[config.mk]
export PLATFORM = sky130hd
export DESIGN_NAME = ordered_list_insert_delete
export DESIGN_NICKNAME = d
export VERILOG_FILES = /design/src/hw/rtl/olid_pkg.sv /design/src/hw/rtl/olid_datapath.sv /design/src/hw/rtl/olid_controller.sv /design/src/hw/rtl/ordered_list_insert_delete.sv
export SDC_FILE = /design/constraint.sdc
export NUM_CORES = 2
export LEC_CHECK = 0
export ABC_AREA = 0
export ABC_CLOCK_PERIOD_IN_PS = 21300
export CAP_MARGIN = 20
export CORE_UTILIZATION = 27
export CTS_CLUSTER_SIZE = 20
export DETAILED_ROUTE_END_ITERATION = 10
export DONT_BUFFER_PORTS = 1
export GPL_TIMING_DRIVEN = 0
export SLEW_MARGIN = 20
export SYNTH_ARGS = -nofsm -noshare
export SYNTH_HDL_FRONTEND = slang
export SYNTH_HIERARCHICAL = 1
export SYNTH_SLANG_ARGS = --single-unit
[constraint.sdc]
create_clock -name clock -period 21.3 [get_ports clock]
set_input_delay 1.065 -clock clock [delete_from_list [all_inputs] [get_ports clock]]
set_output_delay 1.065 -clock clock [all_outputs]
set_load 0.1 [all_outputs]
[src/hw/rtl/olid_pkg.sv]
package olid_pkg;

   localparam int CAPACITY_DEF = 16;
   localparam int RESULT_LIMIT = 16;
   localparam int DATA_W       = 32;
   localparam int KIND_W       = 3;
   localparam int POS_W        = 8;
   localparam int STATUS_W     = 3;
   localparam int COUNT_W      = 5;
   // length as seen by the controller; wide enough for any capacity in range
   localparam int LEN_FIELD_W  = 8;

   typedef enum logic [KIND_W-1:0] {
      KIND_INSERT_FRONT = 3'd0,
      KIND_DELETE_FRONT = 3'd1,
      KIND_DELETE_BACK  = 3'd2,
      KIND_DELETE_POS   = 3'd3,
      KIND_DELETE_KEY   = 3'd4,
      KIND_READ_OUT     = 3'd5
   } kind_type;

   typedef enum logic [STATUS_W-1:0] {
      STATUS_OK     = 3'd0,
      STATUS_EMPTY  = 3'd1,
      STATUS_BADPOS = 3'd2,
      STATUS_NOKEY  = 3'd3,
      STATUS_FULL   = 3'd4
   } status_type;

   typedef enum logic [2:0] {
      DP_IDLE,
      DP_INSERT,
      DP_DELETE_FRONT,
      DP_DELETE_BACK,
      DP_DELETE_POS,
      DP_DELETE_KEY,
      DP_ROTATE
   } dp_op_type;

   typedef struct packed {
      logic [KIND_W-1:0]        kind;
      logic signed [DATA_W-1:0] value;
      logic [POS_W-1:0]         position;
      logic signed [DATA_W-1:0] key;
   } req_word_type;

   typedef struct packed {
      logic [STATUS_W-1:0]      status;
      logic [COUNT_W-1:0]       entry_count;
      logic signed [DATA_W-1:0] entry_value;
      logic                     last;
   } rsp_word_type;

   typedef struct packed {
      dp_op_type  op;
      logic       match_load;
      logic       rsp_load;
      status_type rsp_status;
      logic       rsp_read;
      logic       rsp_last;
   } dp_cmd_type;

   typedef struct packed {
      logic                   empty;
      logic                   full;
      logic                   pos_ok;
      logic                   key_found;
      logic [LEN_FIELD_W-1:0] length;
   } dp_status_type;

endpackage

[src/hw/rtl/olid_datapath.sv]
module olid_datapath #(
   parameter int CAPACITY = olid_pkg::CAPACITY_DEF
) (
   input  logic                    clock,
   input  logic                    reset,
   input  olid_pkg::req_word_type  req_word,
   input  olid_pkg::dp_cmd_type    cmd,
   output olid_pkg::dp_status_type status,
   output olid_pkg::rsp_word_type  rsp_word
);
   import olid_pkg::*;

   localparam int LEN_W = $clog2(CAPACITY + 1);
   localparam int LVL   = $clog2(CAPACITY);

   logic signed [DATA_W-1:0] entries_ff [CAPACITY];
   logic signed [DATA_W-1:0] entries_in [CAPACITY];
   logic [LEN_W-1:0]         length_ff, length_in;
   logic [CAPACITY-1:0]      match_ff, match_in;
   logic [CAPACITY-1:0]      pos_mask, key_mask;
   rsp_word_type             rsp_ff, rsp_in;
   logic [31:0]              len_ext;

   // key mask: bit i set when any match at or below i (log-step prefix OR)
   always_comb begin
      key_mask = match_ff;
      for (int l = 0; l < LVL; l++) begin
         key_mask = key_mask | (key_mask << (1 << l));
      end
   end

   for (genvar i = 0; i < CAPACITY; i++) begin : g_entry
      logic signed [DATA_W-1:0] up, dn;
      logic                     is_tail, below_tail;

      if (i < CAPACITY - 1) begin : g_up
         assign up = entries_ff[i+1];
      end else begin : g_up_end
         assign up = entries_ff[i];
      end
      if (i > 0) begin : g_dn
         assign dn = entries_ff[i-1];
      end else begin : g_dn_head
         assign dn = req_word.value;
      end

      assign pos_mask[i] = ((POS_W+1)'(i + 1) >= {1'b0, req_word.position});
      assign is_tail     = (LEN_W'(i + 1) == length_ff);
      assign below_tail  = (LEN_W'(i + 1) < length_ff);
      assign match_in[i] = (entries_ff[i] == req_word.key) && (LEN_W'(i) < length_ff);

      always_comb begin
         unique case (cmd.op)
            DP_INSERT:       entries_in[i] = dn;
            DP_DELETE_FRONT: entries_in[i] = up;
            DP_DELETE_POS:   entries_in[i] = pos_mask[i] ? up : entries_ff[i];
            DP_DELETE_KEY:   entries_in[i] = key_mask[i] ? up : entries_ff[i];
            // rotate within the held entries; head wraps to the tail
            DP_ROTATE:       entries_in[i] = is_tail ? entries_ff[0] :
                                             (below_tail ? up : entries_ff[i]);
            default:         entries_in[i] = entries_ff[i];
         endcase
      end
   end

   always_comb begin
      unique case (cmd.op)
         DP_INSERT:       length_in = LEN_W'(length_ff + 1'b1);
         DP_DELETE_FRONT,
         DP_DELETE_BACK,
         DP_DELETE_POS,
         DP_DELETE_KEY:   length_in = LEN_W'(length_ff - 1'b1);
         default:         length_in = length_ff;
      endcase
   end

   assign len_ext = 32'(length_in);

   always_comb begin
      rsp_in             = rsp_ff;
      if (cmd.rsp_load) begin
         rsp_in.status      = cmd.rsp_status;
         rsp_in.entry_count = len_ext[COUNT_W-1:0];
         rsp_in.entry_value = cmd.rsp_read ? entries_ff[0] : '0;
         rsp_in.last        = cmd.rsp_last;
      end
   end

   always_ff @(posedge clock) begin
      entries_ff <= entries_in;
      rsp_ff     <= rsp_in;
      if (reset) begin
         length_ff <= '0;
      end else begin
         length_ff <= length_in;
      end
      if (cmd.match_load) begin
         match_ff <= match_in;
      end
   end

   assign status.empty     = (length_ff == '0);
   assign status.full      = (length_ff == LEN_W'(CAPACITY));
   assign status.pos_ok    = (req_word.position != '0) &&
                             ({1'b0, req_word.position} <= (POS_W+1)'(length_ff));
   assign status.key_found = |match_ff;
   assign status.length    = LEN_FIELD_W'(length_ff);
   assign rsp_word         = rsp_ff;

endmodule

[src/hw/rtl/olid_controller.sv]
module olid_controller #(
   parameter int CAPACITY = olid_pkg::CAPACITY_DEF
) (
   input  logic                    clock,
   input  logic                    reset,
   input  logic                    req_valid,
   output logic                    req_stall,
   input  logic [olid_pkg::KIND_W-1:0] req_kind,
   output logic                    rsp_valid,
   input  logic                    rsp_stall,
   input  olid_pkg::dp_status_type status,
   output olid_pkg::dp_cmd_type    cmd
);
   import olid_pkg::*;

   localparam int LEN_W = $clog2(CAPACITY + 1);

   typedef enum logic [1:0] {
      ST_IDLE,
      ST_KEY,
      ST_READ
   } state_type;

   state_type              state_ff, state_in;
   logic [LEN_W-1:0]       cnt_ff, cnt_in;
   logic                   rsp_valid_ff, rsp_valid_in;
   logic                   slot_free, accept;
   logic [LEN_FIELD_W-1:0] cnt_ext, cnt_nxt, rd_limit;
   logic                   rd_emit, rd_last, rd_done;

   assign slot_free = !rsp_valid_ff || !rsp_stall;
   assign req_stall = !((state_ff == ST_IDLE) && slot_free);
   assign accept    = req_valid && !req_stall;

   assign cnt_ext  = LEN_FIELD_W'(cnt_ff);
   assign cnt_nxt  = LEN_FIELD_W'(cnt_ext + 1'b1);
   assign rd_limit = (status.length < LEN_FIELD_W'(RESULT_LIMIT)) ?
                     status.length : LEN_FIELD_W'(RESULT_LIMIT);
   assign rd_emit  = (cnt_ext < rd_limit);
   assign rd_last  = (cnt_nxt == rd_limit);
   assign rd_done  = (cnt_nxt == status.length);

   always_comb begin
      state_in = state_ff;
      cnt_in   = cnt_ff;
      cmd      = '{op: DP_IDLE, match_load: 1'b0, rsp_load: 1'b0,
                   rsp_status: STATUS_OK, rsp_read: 1'b0, rsp_last: 1'b1};
      unique case (state_ff)
         ST_IDLE: begin
            if (accept) begin
               unique case (req_kind)
                  KIND_INSERT_FRONT: begin
                     cmd.rsp_load = 1'b1;
                     if (status.full) cmd.rsp_status = STATUS_FULL;
                     else             cmd.op = DP_INSERT;
                  end
                  KIND_DELETE_FRONT: begin
                     cmd.rsp_load = 1'b1;
                     if (status.empty) cmd.rsp_status = STATUS_EMPTY;
                     else              cmd.op = DP_DELETE_FRONT;
                  end
                  KIND_DELETE_BACK: begin
                     cmd.rsp_load = 1'b1;
                     if (status.empty) cmd.rsp_status = STATUS_EMPTY;
                     else              cmd.op = DP_DELETE_BACK;
                  end
                  KIND_DELETE_POS: begin
                     cmd.rsp_load = 1'b1;
                     if (!status.pos_ok) cmd.rsp_status = STATUS_BADPOS;
                     else                cmd.op = DP_DELETE_POS;
                  end
                  KIND_DELETE_KEY: begin
                     if (status.empty) begin
                        cmd.rsp_load   = 1'b1;
                        cmd.rsp_status = STATUS_EMPTY;
                     end else begin
                        cmd.match_load = 1'b1;
                        state_in       = ST_KEY;
                     end
                  end
                  KIND_READ_OUT: begin
                     if (status.empty) begin
                        cmd.rsp_load   = 1'b1;
                        cmd.rsp_status = STATUS_EMPTY;
                     end else begin
                        cnt_in   = '0;
                        state_in = ST_READ;
                     end
                  end
                  default: ; // undefined kinds are dropped
               endcase
            end
         end
         ST_KEY: begin
            if (slot_free) begin
               cmd.rsp_load = 1'b1;
               if (status.key_found) cmd.op = DP_DELETE_KEY;
               else                  cmd.rsp_status = STATUS_NOKEY;
               state_in = ST_IDLE;
            end
         end
         ST_READ: begin
            // beyond the result limit the list keeps rotating, unseen
            if (slot_free || !rd_emit) begin
               cmd.op       = DP_ROTATE;
               cmd.rsp_load = rd_emit;
               cmd.rsp_read = 1'b1;
               cmd.rsp_last = rd_last;
               cnt_in       = LEN_W'(cnt_ff + 1'b1);
               if (rd_done) state_in = ST_IDLE;
            end
         end
         default: state_in = ST_IDLE;
      endcase
   end

   always_comb begin
      if (cmd.rsp_load)    rsp_valid_in = 1'b1;
      else if (!rsp_stall) rsp_valid_in = 1'b0;
      else                 rsp_valid_in = rsp_valid_ff;
   end

   always_ff @(posedge clock) begin
      if (reset) begin
         state_ff     <= ST_IDLE;
         cnt_ff       <= '0;
         rsp_valid_ff <= 1'b0;
      end else begin
         state_ff     <= state_in;
         cnt_ff       <= cnt_in;
         rsp_valid_ff <= rsp_valid_in;
      end
   end

   assign rsp_valid = rsp_valid_ff;

endmodule

[src/hw/rtl/ordered_list_insert_delete.sv]
// channel  ports                            word            moves when
// req      req_valid req_stall req_word     kind/value/...  valid & !stall
// rsp      rsp_valid rsp_stall rsp_word     status/count/.. valid & !stall
//
// Insert and the position, front and back deletes finish in the accept cycle.
// Delete by key compares across all entries into a registered match mask, then shifts.
// Read-out rotates the entry array through every entry held and returns up to the first RESULT_LIMIT.
// Synchronous reset empties the list; entry contents are not cleared.
// A stalled result holds the output register and blocks further requests.
module ordered_list_insert_delete #(
   parameter int CAPACITY = olid_pkg::CAPACITY_DEF
) (
   input  logic                   clock,
   input  logic                   reset,
   input  logic                   req_valid,
   output logic                   req_stall,
   input  olid_pkg::req_word_type req_word,
   output logic                   rsp_valid,
   input  logic                   rsp_stall,
   output olid_pkg::rsp_word_type rsp_word
);
   import olid_pkg::*;

   dp_cmd_type    cmd;
   dp_status_type status;

   olid_controller #(.CAPACITY(CAPACITY)) u_ctrl (
      .clock     (clock),
      .reset     (reset),
      .req_valid (req_valid),
      .req_stall (req_stall),
      .req_kind  (req_word.kind),
      .rsp_valid (rsp_valid),
      .rsp_stall (rsp_stall),
      .status    (status),
      .cmd       (cmd)
   );

   olid_datapath #(.CAPACITY(CAPACITY)) u_dp (
      .clock    (clock),
      .reset    (reset),
      .req_word (req_word),
      .cmd      (cmd),
      .status   (status),
      .rsp_word (rsp_word)
   );

endmodule
# Word level (Yosys, flattened, before mapping)
# Cells that the tools add are included.
# classes
reduce_logical	55
add_sub_neg	4
magnitude_cmp	34
mux	119
n_bitwise	4
n_eq_ne	105
# op_table
op	n
case mux 32 bit (5 select lines)	15
2-to-1 mux 32 bit	61
equality test 32 bit	16
!= test 2 x 1 -> 1 bit (second input constant)	37
>= comparator 4 x 8 -> 1 bit (first input constant)	8
case mux 32 bit (2 select lines)	1
OR 15 bit	4
AND reduction 4 bit	14
!= test 3 x 1 -> 1 bit (second input constant)	14
equality test 4 x 5 -> 1 bit (first input constant)	8
< comparator 4 x 5 -> 1 bit (first input constant)	8
>= comparator 3 x 8 -> 1 bit (first input constant)	4
2-to-1 mux 5 bit	5
2-to-1 mux 2 bit	12
equality test 3 x 5 -> 1 bit (first input constant)	4
< comparator 3 x 5 -> 1 bit (first input constant)	4
case mux 5 bit (2 select lines)	2
logical AND 1 bit	19
>= comparator 2 x 8 -> 1 bit (first input constant)	2
case mux 4 bit (4 select lines)	1
OR reduction 16 bit	1
equality test 3 bit (second input constant)	5
2-to-1 mux 3 bit	5
equality test 3 x 2 -> 1 bit (second input constant)	4
42 further kinds	67
# word_totals
wordCells	346
in_bits	79
register_bits	582

# Logic depth before layout (Yosys ltp)
# logic_depth
depth_word	10
ltp_mapped	17
ltp_nobuf	12

# Hierarchy
# Netlist, hierarchy kept.
# modules_own_cells
module	cells_per_inst	n_inst	area_per_inst_um2
olid_datapath	3435	1	34326.7
olid_controller	131	1	982.2

# Worst setup path before layout
# No wires, ideal clock.
# synth_path
path_type	input-to-reg
start	in req_word[33] in the netlist's numbering
end	reg u_dp.entries_ff, in the netlist u_dp/g_entry[11].up[0] (enable)
arrival_ns	8.316
setup_ns	0.595
cell_stages	11
t_required_ns	20.705
setup_slack_ns	12.389
n_path_buf	1
path_cell_list	ha_1 > nor2b_1 > o21ai_0 > or4b_2 > a21oi_1 > nand4_1 > nand3_1 > buf_6 > and3b_1 > o21ai_0 > a2111oi_0
# synth_rtl
item	line_no	source
from (decl)	ordered_list_insert_delete.sv:17	input olid_pkg::req_word_type req_word,
to (signal assigned)	olid_datapath.sv:90	entries_ff <= entries_in;
to (decl)	olid_datapath.sv:16	logic signed [DATA_W-1:0] entries_ff [CAPACITY];

==> results.toml <==
[cells_and_area]
synthToLayoutAreaGrowth_pct = 16.1
post-route-util_pct = 31.6
drive_above_1_share_pct = 13.1
layout.nets = 3817

[timing]
fmax_mhz = 144
finalMaxSlewViolations = 0
setup_viol = 0
max-slew-margin-rel_pct = 6.41
fin_setup_tns_ns = 0
tightest_slew_ns = 1.40
rsz0062_at_grt = "false"
fin_skew_ns = 0.0378
period_needed_ns = 6.94
hold_viol = 0
period_share_pct = 32.6

[global_route]
met2_usage_pct = 50.8
gr-max-usage-layer = "met2"
grtUsageTotal_pct = 36.5
grt_start_max_net_pins = 42
antenna_found_initial = 18
grtUsageMet3_pct = 15.1
grt_overflow = 0
use_met1_pct = 47.4
grt_pass1_vias = 31600
grt_pass1_wl_um = 317000

[min_path]
hold_class = "input port to flop"

[placed_design]
port_buffers = 0
routabilityCongestion = 1.07
dp.final_hpwl_um = 188000

[routing]
vias = 35100
viasPerCell = 6.34
ant_nets = 0
drt-initial-drc-count = 6976
firstDrtPassIters = 8
routed_wl_um = 248000
drc = 0
wire_per_inst_um = 44.8

[worst_setup_path]
rr_startpoint = "u_dp/length_ff[1]"
arrival_ns = 7.35
cp_max_fo = 10
cp-endpoint = "u_dp/g_entry[10].dn[23]"
reg2reg_setup_slack_ns = 14.36
cp-start-kind = "flop"
crit_type = "flop to flop"
cp-end-kind = "flop"
crit_required_ns = 21.71
reg2reg_to = "u_dp/g_entry[10].dn[23]"
critical_path.startpoint = "u_dp/length_ff[1]"
r2r_cells = 21

[clock_network]
clock_path_buffers = 3
cts_setup_buffers = 0
cts_root_buf = "clkbuf_16"
cts_tree = "yes"
cts_resized = 0
clock_sinks = 582
h-tree-depth = 3
clk_pin_slew_ns = 0.06
insertion_delay_ns = 0.71
hold_buffers = 0
numCtsBuffers = 75

[synth]
synth_warnings = 6
synth_edf_count = 569
synthCells = 3566
ys_seq_area_share_pct = 49.1
ys_ff_latch = 582
synth-main-ff-cell = "edfxtp_1"
synth_cell_types = 77
async_reset_ff_share_pct = 0
synth_area_um2 = 35300
syn_avg_cell_area_um2 = 9.90

[floorplanning]
initial_core_util_pct = 27.2
die_area_um2 = 132000
ios = 122
row_count = 132
fp.dieH_um = 364
core_area_um2 = 130000
fp.dieW_um = 364

[power]
switchingPower_w = 0.00264
power_frac_clock_pct = 23.7
p_leak_nw = 14.4
seq_power_share_pct = 40.0
ir_drop_mv = 0.0625
combPwrFrac_pct = 36.2
powerDensity_nw_per_um2 = 142
swShare_pct = 45.4
p_int_w = 0.00318

[status]
status = "complete, no violations"

[flow_run]
drv_cap = 0
## power by group through the flow
stage                     Sequential (W)  Clock [W]  Combinational [W]
after floorplan                  0.00207          0            0.00107
after global placement           0.00236          0            0.00187
after detailed placement         0.00231          0            0.00196
after CTS                        0.00229    0.00138            0.00197
after global routing             0.00231    0.00142            0.00213
final                            0.00233    0.00138            0.00211
## final cells by class
| type | count | area [um^2] |
|---|---|---|
| well taps | 1742 | 2180 |
| flip-flops and latches | 582 | 17300 |
| diodes | 16 | 40.0 |
| repair buffers | 77 | 688 |
| clock inverters | 41 | 473 |
| clock buffers | 95 | 2040 |
| inverters | 15 | 56.3 |
| multi-input cells | 2636 | 16600 |
| plain buffers | 335 | 1560 |
| fillers | 13400 | 88700 |
## metal layers
layer / share of wire [%] / routed length [um]
met1: 39 / 96600
met4: 6.5 / 16200
met2: 40 / 99100
met5: 0.032 / 80
met3: 14 / 35900
## cell usage after synthesis (7+ instances only)
| library cell | instances | share of area, % |
|---|---|---|
| dfxtp_1 | 13 | 0.74 |
| nor4_1 | 126 | 2.2 |
| a21o_1 | 12 | 0.26 |
| buf_2 | 128 | 1.8 |
| nor3_1 | 28 | 0.40 |
| and2_0 | 31 | 0.55 |
| nand2_1 | 221 | 2.3 |
| and3_1 | 11 | 0.19 |
| nand4_1 | 34 | 0.60 |
| inv_1 | 14 | 0.15 |
| a221o_1 | 224 | 6.4 |
| ha_1 | 16 | 0.57 |
| buf_4 | 12 | 0.26 |
| clkbuf_1 | 167 | 1.8 |
| buf_1 | 23 | 0.24 |
| nand3_1 | 32 | 0.45 |
| nand2b_1 | 9 | 0.16 |
| nor2_1 | 515 | 5.5 |
| a21oi_1 | 441 | 6.3 |
| a2111oi_0 | 7 | 0.17 |
| xor2_1 | 477 | 12 |
| nor2b_1 | 11 | 0.19 |
| edfxtp_1 | 569 | 48 |
| or2_2 | 35 | 0.62 |
| xnor2_1 | 46 | 1.1 |
| o221a_2 | 33 | 1.1 |
| and2_1 | 38 | 0.67 |
| o21ai_0 | 204 | 2.9 |
## cell families after synthesis
kind of cell               share of synthesized area [%]
muxes                                             0.0567
and+or+nand+nor                                     14.8
buffers and inverters                               4.41
adders and majority gates                          0.567
xor gates and xnor gates                            13.1
other                                             0.0106
AOI/OAI and AO/OA                                   18.0
DFF                                                 49.1
## worst min-delay path by stage
stage | from | to | slack (ns) | depth (start not counted)
after floorplan | u_ctrl/cnt_ff[1] | u_ctrl/cnt_ff[1] | 0.49 | 2
after global placement | u_ctrl/cnt_ff[1] | u_ctrl/cnt_ff[1] | 0.54 | 2
after detailed placement | u_ctrl/cnt_ff[1] | u_ctrl/cnt_ff[1] | 0.54 | 2
after CTS | reset | u_dp/length_ff[2] | 0.37 | 1
after global routing | reset | u_dp/length_ff[2] | 0.41 | 1
final | reset | u_dp/length_ff[2] | 0.41 | 1
## flip-flops by register name (all words and copies together), names as in the netlist
name,cells
u_dp/g_entry.dn,96
u_ctrl/rsp_valid,1
u_ctrl/state_ff,2
u_ctrl/cnt_ff,5
u_dp/length_ff,5
u_dp/rsp_word,41
u_dp/g_entry.up,416
u_dp/match_ff,16
## worst max-delay path, stage by stage, from the launching register on
cell and delay [ns]:
dfxtp_1 0.51, buf_2 0.28, clkbuf_1 0.41, inv_1 0.21, ha_1 0.32, nor2b_1 0.13
o21ai_0 0.11, or4b_2 0.58, a21oi_1 0.21, nand4_1 0.12, nand3_1 0.27, clkbuf_1 0.58
and4b_1 0.30, o21ai_0 0.26, a2111oi_2 0.74, buf_4 0.28, buf_2 0.23, buf_2 0.24
buf_2 0.25, buf_2 0.23, buf_2 0.22, buf_2 0.17
## stage by stage
step	hold WS, ns	total power (W)	cell area (um^2)	worst slack [ns]	std cells
6_report	0.409	0.00582	41000	14.36	5539
5_1_grt	0.408	0.00585	41000	14.08	5523
4_1_cts	0.367	0.00565	40900	14.48	5523
3_5_place_dp	0.536	0.00427	38400	14.54	5387
3_3_place_gp	0.541	0.00424	37500	5.75	5310
2_1_floorplan	0.489	0.00315	35300	12.39	3568
## cells in the final DEF, fill, tap and decap left out, drive strengths merged, types with 30 or more instances in the layout
cell type	Yosys	final
edfxtp	569	569
nor2	516	516
xor2	479	479
a21oi	443	443
clkbuf	167	262
buf	168	245
a221o	224	224
nand2	221	221
o21ai	209	209
nor4	128	128
and2	69	69
xnor2	46	46
or2	35	35
nand4	34	34
o221a	33	33
nand3	33	33
nor3	30	30
Power figures use the tool's default switching activity.
